[config.mk]
export PLATFORM = sky130hd
export DESIGN_NAME = adm_front
export DESIGN_NICKNAME = d
export VERILOG_FILES = /design/src/rtl/core/arcade_drive_trig_mixer_defines.svh /design/src/rtl/core/adm_pkg.sv /design/src/rtl/core/adm_front.sv
export SDC_FILE = /design/constraint.sdc
export NUM_CORES = 1
export LEC_CHECK = 0
export ABC_AREA = 1
export BUFFER_PORTS_ARGS = -buffer_cell sky130_fd_sc_hd__buf_4
export CORE_MARGIN = 4
export CORE_UTILIZATION = 66
export DETAILED_ROUTE_END_ITERATION = 8
export GPL_TIMING_DRIVEN = 0
export PLACE_DENSITY = 0.95
export SYNTH_ARGS = -nofsm -noshare
export SYNTH_HDL_FRONTEND = slang
export SYNTH_SLANG_ARGS = --single-unit
[constraint.sdc]
create_clock -name clk -period 19.89 [get_ports clk]
set_clock_uncertainty 0.1 [all_clocks]
set_input_delay 3.978 -clock clk [delete_from_list [all_inputs] [get_ports clk]]
set_output_delay 3.978 -clock clk [all_outputs]
set_load 0.02 [all_outputs]
[src/rtl/core/arcade_drive_trig_mixer_defines.svh]
// ---------------------------------------------------------------------------
// Arcade drive mixer assertion macros
// Clocked on clk, disabled during rst.
// ---------------------------------------------------------------------------
`ifndef ARCADE_DRIVE_TRIG_MIXER_DEFINES_SVH
`define ARCADE_DRIVE_TRIG_MIXER_DEFINES_SVH
`ifndef SYNTHESIS
`define ADM_ASSERT(label, prop, msg) \
  label: assert property (@(posedge clk) disable iff (rst) (prop)) else $error(msg);
`define ADM_ASSERT_NEXT(label, ante, cons, msg) \
  label: assert property (@(posedge clk) disable iff (rst) (ante) |=> (cons)) else $error(msg);
`else
`define ADM_ASSERT(label, prop, msg)
`define ADM_ASSERT_NEXT(label, ante, cons, msg)
`endif
`endif

[src/rtl/core/adm_pkg.sv]
// ---------------------------------------------------------------------------
// Arcade drive mixer package
// Number format, widths, register indexes and shared types.
// ---------------------------------------------------------------------------
package adm_pkg;
  localparam int FRAC_BITS = 14;
  localparam int MAG_W     = FRAC_BITS + 1;
  localparam int SQ_W      = 2 * MAG_W;
  localparam int DATA_W    = 16;
  localparam int GAIN_W    = 15;
  localparam int CFG_IDX_W = 2;
  localparam int FIFO_DEPTH = 4;
  localparam int FIFO_AW   = $clog2(FIFO_DEPTH);
  localparam logic [MAG_W-1:0] ONE = MAG_W'(1) << FRAC_BITS;

  typedef enum logic [CFG_IDX_W-1:0] {
    REG_MOVE_GAIN_POS   = 2'd0,
    REG_MOVE_GAIN_NEG   = 2'd1,
    REG_ROTATE_GAIN_POS = 2'd2,
    REG_ROTATE_GAIN_NEG = 2'd3
  } cfg_reg_t;

  typedef struct packed {
    logic [MAG_W-1:0] a;
    logic [MAG_W-1:0] r;
    logic             move_neg;
    logic             right_inner;
    logic             zero;
  } mid_t;

  typedef struct packed {
    logic [DATA_W-1:0] left;
    logic [DATA_W-1:0] right;
  } res_t;
endpackage

[src/rtl/core/adm_front.sv]
// ---------------------------------------------------------------------------
// Arcade drive mixer front end
// Holds the gain registers, scales and clamps both commands, classifies.
// ---------------------------------------------------------------------------
module adm_front (
  input  logic                           clk,
  input  logic                           rst,
  input  logic                           cfg_valid,
  input  logic [adm_pkg::CFG_IDX_W-1:0]  cfg_index,
  input  logic [adm_pkg::GAIN_W-1:0]     cfg_data,
  input  logic signed [adm_pkg::DATA_W-1:0] move_cmd,
  input  logic signed [adm_pkg::DATA_W-1:0] rotate_cmd,
  output adm_pkg::mid_t                  item
);
  import adm_pkg::*;

  localparam int PROD_W = DATA_W + GAIN_W + 1;

  logic [GAIN_W-1:0] move_gain_pos;
  logic [GAIN_W-1:0] move_gain_neg;
  logic [GAIN_W-1:0] rotate_gain_pos;
  logic [GAIN_W-1:0] rotate_gain_neg;

  function automatic logic [MAG_W-1:0] scale_clamp(logic [DATA_W-1:0] cmd,
                                                   logic [GAIN_W-1:0] gain);
    logic [DATA_W-1:0] mag;
    logic [PROD_W-1:0] prod;
    logic [PROD_W-1:0] p;
    mag  = cmd[DATA_W-1] ? (~cmd + DATA_W'(1)) : cmd;
    prod = PROD_W'(mag) * PROD_W'(gain) + (PROD_W'(1) << (FRAC_BITS - 1));
    p    = prod >> FRAC_BITS;
    return (p > PROD_W'(ONE)) ? ONE : p[MAG_W-1:0];
  endfunction

  always_ff @(posedge clk) begin
    if (rst) begin
      move_gain_pos   <= GAIN_W'(16550);
      move_gain_neg   <= GAIN_W'(27307);
      rotate_gain_pos <= GAIN_W'(16550);
      rotate_gain_neg <= GAIN_W'(16550);
    end else if (cfg_valid) begin
      case (cfg_reg_t'(cfg_index))
        REG_MOVE_GAIN_POS:   move_gain_pos   <= cfg_data;
        REG_MOVE_GAIN_NEG:   move_gain_neg   <= cfg_data;
        REG_ROTATE_GAIN_POS: rotate_gain_pos <= cfg_data;
        REG_ROTATE_GAIN_NEG: rotate_gain_neg <= cfg_data;
        default: ;
      endcase
    end
  end

  always_comb begin
    item.move_neg    = move_cmd[DATA_W-1];
    item.a           = scale_clamp(move_cmd,
                         move_cmd[DATA_W-1] ? move_gain_neg : move_gain_pos);
    item.r           = scale_clamp(rotate_cmd,
                         rotate_cmd[DATA_W-1] ? rotate_gain_neg : rotate_gain_pos);
    item.zero        = (item.a == '0);
    item.right_inner = (item.r != '0) && !rotate_cmd[DATA_W-1];
  end
endmodule

Yosys cells after proc, flatten, opt, wreduce, memory -nomap -nowiden --
Index checks and enable logic that the tools add are counted. Widths: inputs -> output; s select.
Storage, ports and cells: flip-flop bits (word level) 60
Cells by class: equal/unequal tests 3, bitwise gates (word level) 2, $mul 2, $lt $le $gt $ge 2, muxes and demuxes 6, add/sub/neg operators 4, reduce and logical (&&, ||, !) cells 9
Operators with widths (count):
- $add 31x14->32 const B | 2
- $mul 16x15->31 | 2
- $mux 15 | 4
- $gt 18x15->1 const B | 2
- $add 16x1->16 const B | 2
- $mux 16 | 2
- $not 16->16 | 2
- $logic_not 15->1 | 1
- $reduce_bool 15->1 | 1
- $reduce_and 2->1 | 4
- $eq 2x2->1 const B | 2
- $eq 2x1->1 const B | 1
- $logic_not 2->1 | 1
- $logic_and 1x1->1 | 1
- $logic_not 1->1 | 1

Depth between registers and ports, before layout --
depth in word-level cells 9, gate-level depth with buffers 43, depth with buffers taken out 42

Worst setup path before layout --
Ideal clock, no wire load.
kind input to output, start input move_cmd[0] (netlist bit), end output item[21] (netlist bit), cell stages on the path 39, slack 4774 ps, arrival time 11038 ps, path through buf_2 -> clkinv_1 -> ha_1 -> inv_1 -> nor3_1 -> inv_1 -> nor2_1 -> inv_1 -> nor3_1 -> a21oi_1 -> or2_2 -> nand2_1 -> clkbuf_1 -> nand2_1 -> fa_1 -> fa_1 -> inv_1 -> fa_1 -> [... 3 more ...] -> fa_1 -> inv_1 -> ha_1 -> nand2_1 -> nor2_2 -> inv_2 -> nor2_1 -> nand3_1 -> or2_1 -> nand2_1 -> nand2_1 -> nand2_2 -> nand3_1 -> nor2_2 -> nand3_1 -> o21ai_2 -> nand2_2 -> a21oi_1
RTL lines:
- start, declared | RTL line adm_front.sv:11 | input logic signed [adm_pkg::DATA_W-1:0] move_cmd,
- end, declared | RTL line adm_front.sv:13 | output adm_pkg::mid_t item

==> results.py <==
metrics = {
    "outcome": {
        "status": "finished with violations",
        "violations": "design-rule violations",
    },
    "route": {
        "drc": 1,
        "vias": 18400,
        "wirelength_um": 55100,
        "wl_per_cell_um": 17.4,
        "drtAntennaViolNets": 0,
        "first_iter_violations": 2075,
        "viasPerCell": 5.81,
        "dr.pass1.iters": 9,
    },
    "sta": {
        "rsz0062_at_grt": "no",
        "finalHoldViolCount": 0,
        "final.setup.worst_slack_ns": 3.26,
        "slew_viol_final": 0,
        "post-route-period-util_pct": 83.6,
        "finalSetupViolCount": 0,
        "max_clock_freq_mhz": 60.1,
        "relSlewSlack_pct": 14.3,
        "worstMarginPinSlew_ns": 1.27,
        "hold_ws_ns": 0.352,
        "period_minus_slack_ns": 16.63,
        "setup_tns_ns": 0,
    },
    "floorplan": {
        "die_h_um": 181,
        "fp.coreArea_um2": 29600,
        "ios": 85,
        "rows": 63,
        "die-area_um2": 32700,
        "die_w_um": 181,
        "initial_core_util_pct": 66.7,
    },
    "setup_path": {
        "crit_start": "move_cmd[0]",
        "r2r-start": "rotate_gain_pos[6]$_SDFFE_PP0P_",
        "slowest_delay_ns": 0.55,
        "cp.arrival_ns": 12.55,
        "required_ns": 15.81,
        "path_class": "in -> out",
        "critPathSlowestCell": "fa_1",
        "end_kind": "output port",
        "startpoint_type": "input port",
        "critPathMaxFanout": 10,
    },
    "logic_synthesis": {
        "syn-num-nets": 3312,
        "synth_area_um2": 19700,
        "postSynth.asyncResetShare_pct": 0,
        "synth-edff-count": 0,
        "synth_cell_types": 44,
        "synth_flop_cell": "dfxtp_1",
        "synth_most_common_cell": "inv_1",
        "synth-warning-count": 0,
        "synth_top_area_cell": "fa_1",
        "yosysSeqAreaShare_pct": 6.09,
        "synth_top_area_share_pct": 36.9,
        "avgSynthCellArea_um2": 7.36,
        "synth_cells": 2682,
        "synth_seq_cells": 60,
        "yosys-top-cells-area": "fa_1 37%, ha_1 14%, inv_1 12%",
        "synth_common_cells": "606 x inv_1, 586 x nand2_1, 364 x fa_1",
    },
    "clock_tree": {
        "insertion_delay_ns": 0.33,
        "clockBufferDepth": 2,
        "cts_tree": "done",
        "cts_root_buf": "clkbuf_16",
        "cts_resized": 0,
        "post_cts_buffers": 0,
        "cts.sinks": 60,
        "holdBufCountCts": 0,
        "cts_max_level": 3,
        "cts_made_buffers": 9,
        "cts.clk_slew.worst_paths_ns": 0.05,
    },
    "grt": {
        "grt_pass1_vias": 18800,
        "grt_use_total_pct": 34.2,
        "grt_pass1_wl_um": 91600,
        "antenna_found_initial": 0,
        "grt_max_degree": 11,
        "grt_overflow": 0,
    },
    "placement": {
        "placed_area_um2": 20800,
        "post-place-ws_ns": 3.49,
        "hpwl_um": 46900,
        "port_buffers": 81,
        "place.gp.congestion": 1.02,
    },
    "final_layout": {
        "n_antenna_cell": 0,
        "fill_cells": 2282,
        "drive_above_1_share_pct": 5.29,
        "multi_input_area_um2": 16000,
        "area_delta_synth_final_pct": 7.10,
        "layout.nets": 3404,
        "design_area_um2": 21100,
        "regArea_um2": 1200,
    },
    "worst_hold_path": {
        "hp-start": "rotate_gain_neg[14]$_SDFFE_PP1P_",
        "hold_class": "reg -> reg",
    },
    "flow_run": {
        "drv_cap": 0,
    },
}
## flip-flops by register name (all words and copies together) (netlist names)
signal and count:
move_gain_neg 15, move_gain_pos 15, rotate_gain_neg 15, rotate_gain_pos 15
## placed cells by master (no fill, tap or decap), drive strengths merged
| cell type | n |
|---|---|
| o21bai | 10 |
| nand3b | 13 |
| nor3b | 1 |
| fa | 364 |
| nor3 | 26 |
| o21a | 2 |
| bufinv | 1 |
| dfxtp | 60 |
| a21o | 7 |
| or2 | 19 |
| nor4 | 7 |
| a21oi | 97 |
| o221ai | 1 |
| a31oi | 4 |
| o21ai | 120 |
| and3 | 5 |
| clkinv | 6 |
| o211ai | 11 |
| xnor2 | 4 |
| a21boi | 4 |
| or3 | 3 |
| xor2 | 14 |
| nand4 | 13 |
| a211oi | 3 |
| inv | 611 |
| clkbuf | 64 |
| buf | 91 |
| nand3 | 57 |
| nand2 | 590 |
| nor2 | 356 |
| ha | 214 |
| clkinvlp | 1 |
## critical path, delay by kind of cell
kind                     cells  cell delay (ns)
buffers and inverters       12             1.63
AO/OA/AOI/OAI                4             0.79
AND/OR/NAND/NOR             16             2.51
adder cells (fa/ha/maj)      8             3.61
## path summary, 6_finish.rpt
check             cells past startpoint                          endpoint  slack, ns
hold reg to reg                       2  rotate_gain_neg[14]$_SDFFE_PP1P_       0.35
hold / removal                        2  rotate_gain_neg[14]$_SDFFE_PP1P_       0.35
setup / recovery                     40                          item[27]       3.26
setup reg to reg                      2   rotate_gain_pos[6]$_SDFFE_PP0P_      19.09
## layout make-up
cell class / instances / area share, %
multi-input combinational: 1945 / 75.5
buffer: 62 / 1.22
inverter: 615 / 10.9
tap: 390 / 2.31
timing repair buffer: 81 / 2.88
clock inverter: 4 / 0.225
clock buffer: 12 / 1.21
sequential: 60 / 5.68
## metrics by stage
stage | utilization (%) | std cells
6_report | 71.5 | 3169
5_1_grt | 71.5 | 3169
4_1_cts | 71.5 | 3169
3_5_place_dp | 70.5 | 3153
3_3_place_gp | 70.5 | 3153
2_1_floorplan | - | 2682
## per-layer routing
metal	routed length, um	share of wire (%)	vias to the layer above	GRT usage, %
met5	0	0	-	0
met4	2380	4.3	0	11.5
met3	7070	13	228	9.32
met2	24800	45	1184	55.2
met1	20800	38	8776	45.1
li1	-	-	8237	-
## cells by family (layout without fill, tap and decap cells)
| kind of cell | Yosys count | count (layout) | share of synthesized area, % |
|---|---|---|---|
| flops | 60 | 60 | 6.09 |
| xor+xnor | 18 | 18 | 0.799 |
| buf+inv | 677 | 774 | 13.0 |
| simple gates | 1090 | 1090 | 22.5 |
| compound gates | 259 | 259 | 7.14 |
| fa+ha+maj | 578 | 578 | 50.5 |
Power is left out: the tool's default activity adds up to more than one toggle a clock period on the data nets, which glitch-free logic cannot reach.
