## src/rtl/core/arcade_drive_trig_mixer_defines.svh

```systemverilog
// ---------------------------------------------------------------------------
// Arcade drive mixer assertion macros
// Clocked on clk, disabled during rst.
// ---------------------------------------------------------------------------
`ifndef ARCADE_DRIVE_TRIG_MIXER_DEFINES_SVH
`define ARCADE_DRIVE_TRIG_MIXER_DEFINES_SVH
`ifndef SYNTHESIS
`define ADM_ASSERT(label, prop, msg) \
  label: assert property (@(posedge clk) disable iff (rst) (prop)) else $error(msg);
`define ADM_ASSERT_NEXT(label, ante, cons, msg) \
  label: assert property (@(posedge clk) disable iff (rst) (ante) |=> (cons)) else $error(msg);
`else
`define ADM_ASSERT(label, prop, msg)
`define ADM_ASSERT_NEXT(label, ante, cons, msg)
`endif
`endif

```

## src/rtl/core/adm_pkg.sv

```systemverilog
// ---------------------------------------------------------------------------
// Arcade drive mixer package
// Number format, widths, register indexes and shared types.
// ---------------------------------------------------------------------------
package adm_pkg;
  localparam int FRAC_BITS = 14;
  localparam int MAG_W     = FRAC_BITS + 1;
  localparam int SQ_W      = 2 * MAG_W;
  localparam int DATA_W    = 16;
  localparam int GAIN_W    = 15;
  localparam int CFG_IDX_W = 2;
  localparam int FIFO_DEPTH = 4;
  localparam int FIFO_AW   = $clog2(FIFO_DEPTH);
  localparam logic [MAG_W-1:0] ONE = MAG_W'(1) << FRAC_BITS;

  typedef enum logic [CFG_IDX_W-1:0] {
    REG_MOVE_GAIN_POS   = 2'd0,
    REG_MOVE_GAIN_NEG   = 2'd1,
    REG_ROTATE_GAIN_POS = 2'd2,
    REG_ROTATE_GAIN_NEG = 2'd3
  } cfg_reg_t;

  typedef struct packed {
    logic [MAG_W-1:0] a;
    logic [MAG_W-1:0] r;
    logic             move_neg;
    logic             right_inner;
    logic             zero;
  } mid_t;

  typedef struct packed {
    logic [DATA_W-1:0] left;
    logic [DATA_W-1:0] right;
  } res_t;
endpackage

```

## src/rtl/core/adm_fifo.sv

```systemverilog
// ---------------------------------------------------------------------------
// Arcade drive mixer request queue
// Short queue between the front end and the back end.
// ---------------------------------------------------------------------------
module adm_fifo (
  input  logic          clk,
  input  logic          rst,
  input  logic          wr_en,
  input  adm_pkg::mid_t wr_data,
  output logic          full,
  input  logic          rd_en,
  output adm_pkg::mid_t rd_data,
  output logic          empty
);
  import adm_pkg::*;

  mid_t               mem [FIFO_DEPTH];
  logic [FIFO_AW-1:0] wr_ptr;
  logic [FIFO_AW-1:0] rd_ptr;
  logic [FIFO_AW:0]   count;
  logic               do_wr;
  logic               do_rd;

  assign full    = (count == (FIFO_AW+1)'(FIFO_DEPTH));
  assign empty   = (count == '0);
  assign do_wr   = wr_en && !full;
  assign do_rd   = rd_en && !empty;
  assign rd_data = mem[rd_ptr];

  always_ff @(posedge clk) begin
    if (do_wr) begin
      mem[wr_ptr] <= wr_data;
    end
  end

  always_ff @(posedge clk) begin
    if (rst) begin
      wr_ptr <= '0;
      rd_ptr <= '0;
      count  <= '0;
    end else begin
      if (do_wr) begin
        wr_ptr <= wr_ptr + FIFO_AW'(1);
      end
      if (do_rd) begin
        rd_ptr <= rd_ptr + FIFO_AW'(1);
      end
      count <= count + (FIFO_AW+1)'(do_wr) - (FIFO_AW+1)'(do_rd);
    end
  end
endmodule

```

## config.mk

```make
export PLATFORM = sky130hd
export DESIGN_NAME = adm_fifo
export DESIGN_NICKNAME = d
export VERILOG_FILES = /design/src/rtl/core/arcade_drive_trig_mixer_defines.svh /design/src/rtl/core/adm_pkg.sv /design/src/rtl/core/adm_fifo.sv
export SDC_FILE = /design/constraint.sdc
export NUM_CORES = 1
export LEC_CHECK = 0
export BUFFER_PORTS_ARGS = -buffer_cell sky130_fd_sc_hd__buf_4
export CAP_MARGIN = 20
export CORE_ASPECT_RATIO = 0.6
export CORE_MARGIN = 2
export CORE_UTILIZATION = 57
export CTS_CLUSTER_SIZE = 20
export DETAILED_ROUTE_END_ITERATION = 12
export GPL_TIMING_DRIVEN = 1
export PLACE_DENSITY_LB_ADDON = 0.12
export SYNTH_ARGS = -nofsm -noshare
export SYNTH_HDL_FRONTEND = slang
export SYNTH_SLANG_ARGS = --single-unit
```

## constraint.sdc

```tcl
create_clock -name clk -period 2.8 [get_ports clk]
set_input_delay 0.28 -clock clk [delete_from_list [all_inputs] [get_ports clk]]
set_output_delay 0.28 -clock clk [all_outputs]
set_load 0.01 [all_outputs]
```

# After elaboration in Yosys (flattened, before gate mapping)
# Memory sizes are Yosys's and may differ from the RTL's. A register that Yosys moved wholly into a read port is not among the register bits.
# Cells that the tools add are included.
op_classes:
  add_sub_neg: 4
  n_reduce_logical: 5
  n_eq_ne: 1
  muxes: 4
ops:
  columns: ["op", "count"]
  rows:
  - ["adder 2 x 1 -> 2 bit, second input constant", 2]
  - ["2-to-1 mux 2 bit", 2]
  - ["adder 3 x 1 -> 3 bit", 1]
  - ["== test 3 bit, second input constant", 1]
  - ["logical NOT 3 bit", 1]
  - ["subtractor 3 x 1 -> 3 bit", 1]
  - ["logical AND 1 bit", 2]
  - ["logical NOT 1 bit", 2]
  - ["2-to-1 mux 1 bit", 2]
totals:
  output_inout_bits: 35
  ramBits: 132
  in_bits: 37
  wordCells: 18
  ff_bits: 7
  n_memories: 1
mem_list:
  columns: ["memory", "words", "word_bits", "read_ports", "rd_clocked_by_memory_dff", "wr", "line_no", "text"]
  rows:
  - ["mem", 4, 33, 1, 1, 1, "adm_fifo.sv:17", "mid_t mem [FIFO_DEPTH];"]

# Longest topological paths before layout
# Gate-level depths: netlist of run 1.
depth:
  ltp_word: 5
  depth_mapped: 10
  mapped_depth_nobuf: 10

# Worst setup path before layout of run 1
# Ideal clock, no wire load.
synth_timing:
  path_type: "register -> register"
  start: "register count[2]"
  end: "register count[2]"
  path_buffers: 0
  path_stages_with_launch: 11
  setup_time_ps: 125
  slack_ps: 680
  t_arrival_ps: 1996
  period_less_slack_ps: 2120
  required_ps: 2675
  cell_sequence: "dfxtp_1 nor3b_2 nor2_1 inv_1 ha_1 inv_1 ha_1 fa_1 xnor2_1 xnor2_1 nor2_1"
synth_via:
  elab_chain_cells: 5
synth_rtl:
  columns: ["element", "line_no", "text"]
  rows:
  - ["start, declared", "adm_fifo.sv:20", "logic [FIFO_AW:0] count;"]
  - ["start signal, assigned", "adm_fifo.sv:48", "count <= count + (FIFO_AW+1)'(do_wr) - (FIFO_AW+1)'(do_rd);"]
  - ["== test 3 bit", "adm_fifo.sv:24", "assign full = (count == (FIFO_AW+1)'(FIFO_DEPTH));"]
  - ["named net full", "adm_fifo.sv:10", "output logic full,"]
  - ["logical NOT 1 bit", "adm_fifo.sv:26", "assign do_wr = wr_en && !full;"]
  - ["logical AND 1 bit", "adm_fifo.sv:26", null]
  - ["adder 3 x 1 -> 3 bit", "adm_fifo.sv:48", null]
  - ["subtractor 3 x 1 -> 3 bit", "adm_fifo.sv:48", null]
# The timed path passes the listed nets, and every way through them passes these cells.
# A chain may end at the register's enable or synchronous reset.

# Worst setup path after layout of run 1
layout_timing:
  start: "register count[1]"
  end: "register count[2]"
layout_via:
  elab_chain_cells: 5
layout_rtl:
  columns: ["element", "line_no"]
  rows:
  - ["== test 3 bit", "adm_fifo.sv:24"]
  - ["logical NOT 1 bit", "adm_fifo.sv:26"]
  - ["logical AND 1 bit", "adm_fifo.sv:26"]
  - ["adder 3 x 1 -> 3 bit", "adm_fifo.sv:48"]
  - ["subtractor 3 x 1 -> 3 bit *", "adm_fifo.sv:48"]
# Mark *: on every way between the ends. The rest lies on a longest branch, timed or not.

==> flow_metrics.env, run 1 <==
export IMPL_peakVddDrop_v=0.0005784
export IMPL_gp_congestion=0.7380
export IMPL_multi_input_area_um2=1023
export IMPL_worstHoldStart="wr_data[27]"
export IMPL_path_buf_inv=2
export IMPL_finalNonFillerCells=442
export IMPL_die_area_um2=10090
export IMPL_clk_insertion_delay_late_ns=0.42
export IMPL_syn_instance_count=224
export IMPL_wire_per_inst_um=20.17
export IMPL_grt_pass1_vias=2558
export IMPL_status="finished clean"
export IMPL_ant_nets=0
export IMPL_fill_cells=561
export IMPL_worst_path_stages=10
export IMPL_power_density_nw_per_um2=959.3
export IMPL_worstHoldPathCells=1
export IMPL_dp_worst_setup_slack_ns=0.5135
export IMPL_critPathLaunchType="register"
export IMPL_io_pin_count=72
export IMPL_finalSetupViolations=0
export IMPL_cts_root_buf="clkbuf_16"
export IMPL_min_path_type="input port to register"
export IMPL_num_vias=2451
export IMPL_setup_tns_ns=0
export IMPL_drt_iter0_markers=202
export IMPL_drt_first_pass_iters=4
export IMPL_clock_path_buffers=2
export IMPL_h_tree_depth=4
export IMPL_critPathMaxFanout=6
export IMPL_rows=27
export IMPL_syn_area_um2=5286
export IMPL_placed_area_um2=5976
export IMPL_cts_resized=0
export IMPL_cts_hold_buffers_added=0
export IMPL_cap_violations=0
export IMPL_post_cts_setup_buffers=0
export IMPL_ys_seq_area_share_pct=78.39
export IMPL_crit_chain="nor3b_2 > nor2_1 > inv_1 > ha_1 > inv_1 > ha_1 > fa_1 > xnor2_1 > xnor2_1 > nor2_1"
export IMPL_period_share_pct=81.37
export IMPL_clock_fmax_mhz=438.9
export IMPL_slew_viol_final=0
export IMPL_layout_commonest_cell="edfxtp_1"
export IMPL_path_class="register to register"
export IMPL_synth_seq_cells=141
export IMPL_final_area_um2=6598
export IMPL_cts_tree="done"
export IMPL_initial_utilization_pct=58.17
export IMPL_period_minus_slack_ns=2.278
export IMPL_grt_overflow=0
export IMPL_antenna_found_initial=0
export IMPL_final_nets=357
export IMPL_hold_violations=0
export IMPL_final_core_util_pct=72.60
export IMPL_worst_pin_slew_ns=0.6096
export IMPL_regArea_um2=4146
export IMPL_clkTransAtPathRegs_ns=0.06
export IMPL_grt_max_degree=34
export IMPL_clock_skew_ns=0.005469
export IMPL_whs_ns=0.05894
export IMPL_slew_headroom_pct=59.36
export IMPL_crit_reg2reg_launch="count[1]"
export IMPL_cts_sinks=141
export IMPL_critPathTopFamily="adder cells"
export IMPL_vias_per_cell=5.545
export IMPL_regToRegEndpoint="count[2]"
export IMPL_post_synth_cell_area_avg_um2=23.60
export IMPL_crit_path_top_delay_cell="dfxtp_1"
export IMPL_grt_pass1_wl_mm=14.01
export IMPL_grtUsageTotal_pct=20.11
export IMPL_rsz0062_at_grt="no"
export IMPL_synthesis_nets=268
export IMPL_synth_warnings=0
export IMPL_hpwl_mm=5.564
export IMPL_core_area_um2=9087
export IMPL_hold_end="mem[3][27]"
export IMPL_power_mw=6.329
export IMPL_final_cell_mix="132 x edfxtp_1, 76 x buf_4, 31 x mux4_2"
export IMPL_drc_errors=0
export IMPL_cp_end_kind="register"
export IMPL_drive_gt1_share_pct=45.71
export IMPL_synth_cell_types=25
export IMPL_worst_path_largest_cell_delay_ns=0.45
export IMPL_regToRegSetupSlack_ns=0.52
export IMPL_layout_setup_ws_ns=0.5216
export IMPL_worst_ep_required_time_ns=3.11
export IMPL_numCtsBuffers=17
export IMPL_p_leak_nw=2.301
export IMPL_crit_arrival_ns=2.59
export IMPL_reg2reg_depth=10
export IMPL_area_growth_pct=24.80
export IMPL_cp_startpoint="count[1]"
export IMPL_die_x_um=128.3
export IMPL_antenna_cells=0
export IMPL_io_buffers=71
export IMPL_die_h_um=78.60
export IMPL_place_inst=410
export IMPL_wl_mm=8.914
==> kinds of logic after synthesis <==
| kind of cell | Yosys count | synth area share, % |
|---|---|---|
| XOR/XNOR | 3 | 0.4971 |
| multiplexers | 34 | 14.39 |
| AND/OR/NAND/NOR | 17 | 1.964 |
| buffers and inverters | 17 | 2.343 |
| flip-flops | 141 | 78.39 |
| adder cells (fa/ha/maj) | 7 | 1.799 |
| AO/OA/AOI/OAI | 5 | 0.6154 |
==> how the worst max path moves through the flow <==
stage	slack, ns	to
final	0.52	count[2]
after global routing	0.32	count[2]
after CTS	0.51	count[2]
after detailed placement	0.51	count[2]
after global placement	0.59	count[2]
after floorplan	0.68	count[2]
==> synthesized netlist by cell type <==
library cell | n | area, µm²
o31ai_2 | 1 | 12.51
a21oi_1 | 2 | 10.01
dfxtp_1 | 9 | 180.2
nor3_2 | 1 | 10.01
mux2i_1 | 1 | 10.01
clkbuf_1 | 2 | 7.510
or3_1 | 2 | 12.51
inv_1 | 8 | 30.03
buf_6 | 1 | 11.26
nand2b_1 | 2 | 12.51
xnor2_1 | 2 | 17.52
edfxtp_1 | 132 | 3964
nand2_1 | 1 | 3.750
and2_1 | 4 | 25.02
ha_1 | 6 | 75.07
mux4_2 | 31 | 698.2
nor2_1 | 4 | 15.01
buf_2 | 3 | 15.01
buf_12 | 3 | 60.06
xor2_1 | 1 | 8.760
mux4_1 | 2 | 52.55
fa_1 | 1 | 20.02
nor3b_2 | 1 | 12.51
o21ai_0 | 2 | 10.01
nor2b_1 | 2 | 12.51
==> routing by layer <==
layer	part of all wire [%]	wire length (µm)	GRT usage, %	up-vias
li1	-	-	-	1103
met1	46	4081	27.97	1266
met2	47	4188	28.40	68
met3	5.6	500	7.839	14
met4	1.6	143	9.341	0
met5	0	0	0	-
==> sequential cells by signal, indices dropped and copies added, names as in the netlist, named ones only <==
signal,count
wr_ptr,2
count,3
mem,132
rd_ptr,2
==> report_power, final <==
part | internal, mW | switching, mW | total [mW]
combinational | 0.742 | 0.621 | 1.36
sequential | 2.54 | 0.0939 | 2.63
clock | 1.50 | 0.838 | 2.33
total | 4.78 | 1.55 | 6.33
==> cell type report <==
type / instances / area share, %
Timing Repair Buffer: 79 / 9.558
Tap cell: 116 / 2.200
Multi-Input combinational cell: 66 / 15.51
Inverter: 8 / 0.4551
Sequential cell: 141 / 62.85
Clock inverter: 13 / 2.864
Clock buffer: 19 / 6.562
(Power assumes the default switching activity.)
==> run 2: changes to the inputs <==
- CORE_UTILIZATION: 57 -> 51
- clock period: 2.8 -> 1.95 ns (I/O delays scaled with it)
==> run 2 against run 1 <==
Effect of this change:
- the run now ends with setup timing left
- cell count increased by 14%
- clock skew up 0.0055 ns
- critical path depth is 1 lower
- non-clock buffer count rose by 45
- global-route usage is 2.0 points lower
- worst setup slack worse by 0.54 ns
- sequential power rose by 44%
- first-iteration DRC count fell by 56%
- register-to-register slack got worse by 0.54 ns
- flip-flop and latch count unchanged
- cell area increased by 9.7%
- critical path type unchanged
- largest cell class unchanged
==> flow_metrics.env, run 2 (synthesized netlist as in run 1, its figures left out) <==
export IMPL_antenna_found_initial=0
export IMPL_rows=28
export IMPL_grtUsageTotal_pct=18.11
export IMPL_regMostFlops="mem"
export IMPL_regToRegSetupSlack_ns=-0.02
export IMPL_drt_iter0_markers=89
export IMPL_top_regs="mem (132), count (3)"
export IMPL_vias_per_cell=5.188
export IMPL_final_core_util_pct=72.46
export IMPL_ant_nets=0
export IMPL_largest_reg_flops=132
export IMPL_cp_end_kind="register"
export IMPL_busiest_layer="met2"
export IMPL_cts_sinks=141
export IMPL_wire_per_inst_um=18.86
export IMPL_drt_first_pass_iters=5
export IMPL_area_growth_pct=36.85
export IMPL_clock_skew_ns=0.01097
export IMPL_rsz0062_at_grt="yes"
export IMPL_grt_pass1_wl_mm=14.80
export IMPL_regToRegEndpoint="count[2]"
export IMPL_pwr_share_comb_pct=26.0
export IMPL_violations="setup timing"
export IMPL_place_inst=436
export IMPL_crit_reg2reg_launch="count[1]"
export IMPL_grt_pass1_vias=2815
export IMPL_hold_violations=0
export IMPL_netSwitchingFraction_pct=23.97
export IMPL_die_h_um=82.86
export IMPL_power_density_nw_per_um2=1316
export IMPL_peakVddDrop_v=0.0007200
export IMPL_crit_arrival_ns=2.27
export IMPL_die_area_um2=11220
export IMPL_gp_congestion=0.6800
export IMPL_power_mw=9.522
export IMPL_cp_startpoint="count[1]"
export IMPL_core_area_um2=9985
export IMPL_path_class="register to register"
export IMPL_min_path_type="input port to register"
export IMPL_post_cts_setup_buffers=0
export IMPL_grt_max_degree=34
export IMPL_period_minus_slack_ns=1.969
export IMPL_cts_root_buf="clkbuf_16"
export IMPL_final_cell_mix="132 x edfxtp_1, 60 x buf_4, 35 x dlygate4sd3_1"
export IMPL_worst_pin_slew_ns=0.2932
export IMPL_period_share_pct=101.0
export IMPL_drc_errors=0
export IMPL_dp_worst_setup_slack_ns=-0.08510
export IMPL_status="finished with violations"
export IMPL_antenna_cells=0
export IMPL_layout_commonest_cell="edfxtp_1"
export IMPL_seqPwrFrac_pct=39.9
export IMPL_critPathMaxFanout=3
export IMPL_hpwl_mm=5.508
export IMPL_cts_tree="done"
export IMPL_critPathCapture="count[2]"
export IMPL_finalNonFillerCells=506
export IMPL_cap_violations=0
export IMPL_clock_fmax_mhz=508.0
export IMPL_use_met3_pct=5.800
export IMPL_die_x_um=135.4
export IMPL_clk_insertion_delay_late_ns=0.41
export IMPL_drive_gt1_share_pct=44.47
export IMPL_pwr_share_clk_pct=34.1
export IMPL_p_int_mw=7.240
export IMPL_layout_setup_ws_ns=-0.01858
export IMPL_num_vias=2625
export IMPL_p_leak_nw=2.550
export IMPL_clkTransAtPathRegs_ns=0.06
export IMPL_final_nets=402
export IMPL_io_buffers=71
export IMPL_wl_mm=9.543
export IMPL_finalSetupViolations=1
export IMPL_p_switching_mw=2.282
export IMPL_met1_usage_pct=24.30
export IMPL_h_tree_depth=4
export IMPL_slew_viol_final=0
export IMPL_numCtsBuffers=17
export IMPL_reg2reg_depth=9
export IMPL_worst_ep_required_time_ns=2.25
export IMPL_io_pin_count=72
export IMPL_met2_usage_pct=27.78
export IMPL_critPathLaunchType="register"
export IMPL_initial_utilization_pct=52.94
export IMPL_clock_path_buffers=2
export IMPL_grt_overflow=0
export IMPL_slew_headroom_pct=80.45
[run 2: changes by cell type in the layout (fill, tap and decap cells not counted), moves of 2 or more]
cell           previous run  this run
buf_6                     0        19
mux4_2                   31        33
mux4_1                    2         0
clkinv_1                  0         4
clkbuf_16                17        20
buf_12                    3         7
buf_4                    76        60
dfxtp_1                   7         4
dfxtp_4                   0         2
inv_6                     3         0
dlygate4sd3_1             0        35
[run 2: area by class of cell]
type | count | area (µm²)
multi-input cells | 66 | 1046
flip-flops and latches | 141 | 4155
inverters | 8 | 30.03
fillers | 622 | 2750
repair buffers | 124 | 1230
clock buffers | 18 | 429.2
clock inverters | 14 | 175.2
well taps | 135 | 168.9
[run 2: power by group through the flow]
stage / combinational [mW] / sequential, mW / clock (mW)
floorplan: 1.33 / 3.79 / 0
global placement: 2.16 / 3.81 / 0
detailed placement: 2.18 / 3.82 / 0
CTS: 2.25 / 3.78 / 3.31
global route: 2.67 / 3.83 / 3.44
finish: 2.47 / 3.80 / 3.25
[run 2: per-stage QoR]
| stage | setup TNS (ns) | instance area, µm² | hold WS [ns] |
|---|---|---|---|
| after floorplan | -0.06674 | 5308 | 0.2939 |
| after global placement | -0.03523 | 6123 | 0.3967 |
| after detailed placement | -0.08510 | 6123 | 0.3978 |
| after CTS | -0.02883 | 7096 | 0.1826 |
| after global routing | -0.2152 | 7234 | 0.2168 |
| final | -0.01858 | 7234 | 0.2036 |
[run 2: critical path, stage by stage, from the launching register on]
cell	delay (ns)
dfxtp_4	0.36
o31ai_4	0.25
inv_1	0.07
ha_1	0.27
inv_1	0.04
ha_2	0.17
fa_2	0.37
xnor2_2	0.14
xnor2_1	0.13
nor2_1	0.05
[run 2: worst min path at each step]
stage	from	to	slack (ns)	cells after the start
after global routing	rd_en	register	0.22	4
after detailed placement	wr_data[24]	mem[1][24]	0.40	1
after global placement	wr_data[26]	mem[2][26]	0.40	1
after floorplan	wr_data[0]	mem[0][0]	0.29	0
final	rd_en	register	0.20	4
after CTS	rd_en	register	0.18	4
[run 2: timing repair]
action / CTS / global route
pin swaps: 4 / 0
endpoints found under the hold margin: 134 / 0
endpoints found under the setup margin: 2 / 3
resized for setup: 5 / 21
cloned: 0 / 3
hold buffers: 35 / 0
[run 2: metal layers]
metal,wire (µm),vias to the layer above
li1,-,1193
met3,447,12
met1,4470,1355
met5,0,-
met2,4515,65
met4,110,0
==> run 3: changes to the inputs <==
- SKIP_LAST_GASP: not set -> 1
==> run 3 against run 2 <==
Effect of this change:
- core utilization fell by 0.60 points
- non-clock buffer count did not move
- critical endpoint unchanged
- hold slack barely moved
- the run still ends with setup timing left
==> flow_metrics.env, run 3 (synthesized netlist as in run 1, its figures left out) <==
export IMPL_initial_utilization_pct=52.94
export IMPL_clock_path_buffers=2
export IMPL_clkTransAtPathRegs_ns=0.06
export IMPL_status="finished with violations"
export IMPL_met1_usage_pct=24.30
export IMPL_p_leak_nw=2.532
export IMPL_placed_area_um2=6123
export IMPL_vias_per_cell=5.229
export IMPL_rows=28
export IMPL_clock_skew_ns=0.01094
export IMPL_met2_usage_pct=27.78
export IMPL_busiest_layer="met2"
export IMPL_cp_end_kind="register"
export IMPL_h_tree_depth=4
export IMPL_cp_startpoint="count[1]"
export IMPL_critPathMaxFanout=3
export IMPL_slew_viol_final=0
export IMPL_period_minus_slack_ns=1.969
export IMPL_hpwl_mm=5.508
export IMPL_path_class="register to register"
export IMPL_antenna_cells=0
export IMPL_violations="setup timing"
export IMPL_drive_gt1_share_pct=44.20
export IMPL_critPathLaunchType="register"
export IMPL_wl_mm=9.545
export IMPL_area_growth_pct=35.72
export IMPL_crit_chain="o31ai_4 > inv_1 > ha_1 > inv_1 > ha_2 > fa_2 > xnor2_2 > xnor2_1 > nor2_1"
export IMPL_pwr_share_clk_pct=34.5
export IMPL_min_path_type="input port to register"
export IMPL_cap_violations=0
export IMPL_core_area_um2=9985
export IMPL_drt_first_pass_iters=5
export IMPL_cp_common_cell="inv_1"
export IMPL_slew_headroom_pct=80.43
export IMPL_top_regs="mem (132), count (3)"
export IMPL_clock_fmax_mhz=508.0
export IMPL_grt_max_degree=34
export IMPL_layout_setup_ws_ns=-0.01853
export IMPL_power_density_nw_per_um2=1310
export IMPL_grtUsageTotal_pct=18.11
export IMPL_cts_tree="done"
export IMPL_worst_path_largest_cell_delay_ns=0.37
export IMPL_numCtsBuffers=17
export IMPL_cts_sinks=141
export IMPL_cts_root_buf="clkbuf_16"
export IMPL_die_h_um=82.86
export IMPL_pwr_share_comb_pct=25.0
export IMPL_grt_pass1_wl_mm=14.80
export IMPL_num_vias=2646
export IMPL_peakVddDrop_v=0.0007192
export IMPL_final_cell_mix="132 x edfxtp_1, 77 x buf_4, 35 x dlygate4sd3_1"
export IMPL_period_share_pct=101.0
export IMPL_io_buffers=71
export IMPL_drc_errors=0
export IMPL_fill_cells=623
export IMPL_hold_violations=0
export IMPL_die_area_um2=11220
export IMPL_rsz0062_at_grt="yes"
export IMPL_largest_reg_flops=132
export IMPL_grt_pass1_vias=2815
export IMPL_antenna_found_initial=0
export IMPL_grt_overflow=0
export IMPL_clk_insertion_delay_late_ns=0.41
export IMPL_crit_reg2reg_launch="count[1]"
export IMPL_drt_iter0_markers=102
export IMPL_critPathTopFamily="adder cells"
export IMPL_io_pin_count=72
export IMPL_ant_nets=0
export IMPL_post_cts_setup_buffers=0
export IMPL_whs_ns=0.2041
export IMPL_layout_commonest_cell="edfxtp_1"
export IMPL_finalSetupViolations=1
export IMPL_regToRegSetupSlack_ns=-0.02
export IMPL_worstHoldStart="rd_en"
export IMPL_use_met3_pct=5.800
export IMPL_crit_path_top_delay_cell="fa_2"
export IMPL_die_x_um=135.4
export IMPL_seqPwrFrac_pct=40.4
export IMPL_regMostFlops="mem"
export IMPL_worst_pin_slew_ns=0.2936
export IMPL_gp_congestion=0.6800
export IMPL_final_area_um2=7174
export IMPL_netSwitchingFraction_pct=23.99
export IMPL_p_switching_mw=2.255
export IMPL_crit_arrival_ns=2.27
export IMPL_p_int_mw=7.146
export IMPL_worst_ep_required_time_ns=2.25
export IMPL_final_nets=402
export IMPL_path_buf_inv=2
export IMPL_wire_per_inst_um=18.86
[run 3: cell count changes in the layout (fill, tap and decap cells not counted)]
cell,previous run,this run
buf_4,60,77
buf_6,19,2
mux4_1,0,1
mux4_2,33,32
[run 3: power by group through the flow]
stage / combinational, mW / sequential, mW / clock, mW
after floorplan: 1.33 / 3.79 / 0
after global placement: 2.16 / 3.81 / 0
after detailed placement: 2.18 / 3.82 / 0
after CTS: 2.25 / 3.78 / 3.31
after global routing: 2.54 / 3.83 / 3.44
final: 2.35 / 3.80 / 3.25
[run 3: through the flow]
stage               setup TNS, ns  util [%]  setup WS (ns)  power [mW]  cells
floorplan                -0.06674         -       -0.06674       5.123    224
global placement         -0.03523     61.33       -0.03523       5.968    436
detailed placement       -0.08510     61.33       -0.08510       6.008    436
CTS                      -0.03073     71.04       -0.02883       9.338    503
global route              -0.2709     71.85        -0.1789       9.818    506
finish                   -0.01853     71.85       -0.01853       9.401    506
[run 3: what timing repair did]
item / 4_1_cts / 5_1_grt
setup endpoints to repair: 2 / 9
hold buffers: 35 / 0
pin swaps: 4 / 0
cloned: 0 / 3
endpoints found under the hold margin: 134 / 0
gates resized for setup: 4 / 4
[run 3: cell type report]
cell class | instances | area, µm² | area share [%]
well taps | 135 | 168.9 | 2.354
repair buffers | 124 | 1166 | 16.25
clock buffers | 18 | 429.2 | 5.982
clock inverters | 14 | 175.2 | 2.442
flip-flops and latches | 141 | 4155 | 57.92
multi-input cells | 66 | 1050 | 14.63
inverters | 8 | 30.03 | 0.4186
[run 3: routing by layer]
layer | wire length [µm] | vias to the layer above
met5 | 0 | -
met3 | 444 | 12
li1 | - | 1196
met1 | 4439 | 1370
met4 | 108 | 0
met2 | 4553 | 68
[run 3: path summary, 6_finish.rpt]
path	end	depth (start not counted)
hold reg to reg	register	2
setup reg to reg	count[2]	9
hold / removal	register	4
setup / recovery	count[2]	9
[run 3: worst reg2reg max path: cells and delay by family (launching register included)]
family	cells	cell delay, ns
flip-flops	1	0.36
buffers and inverters	2	0.11
AND/OR/NAND/NOR	1	0.05
XOR/XNOR	2	0.27
AO/OA/AOI/OAI	1	0.25
adder cells (fa/ha/maj)	3	0.81
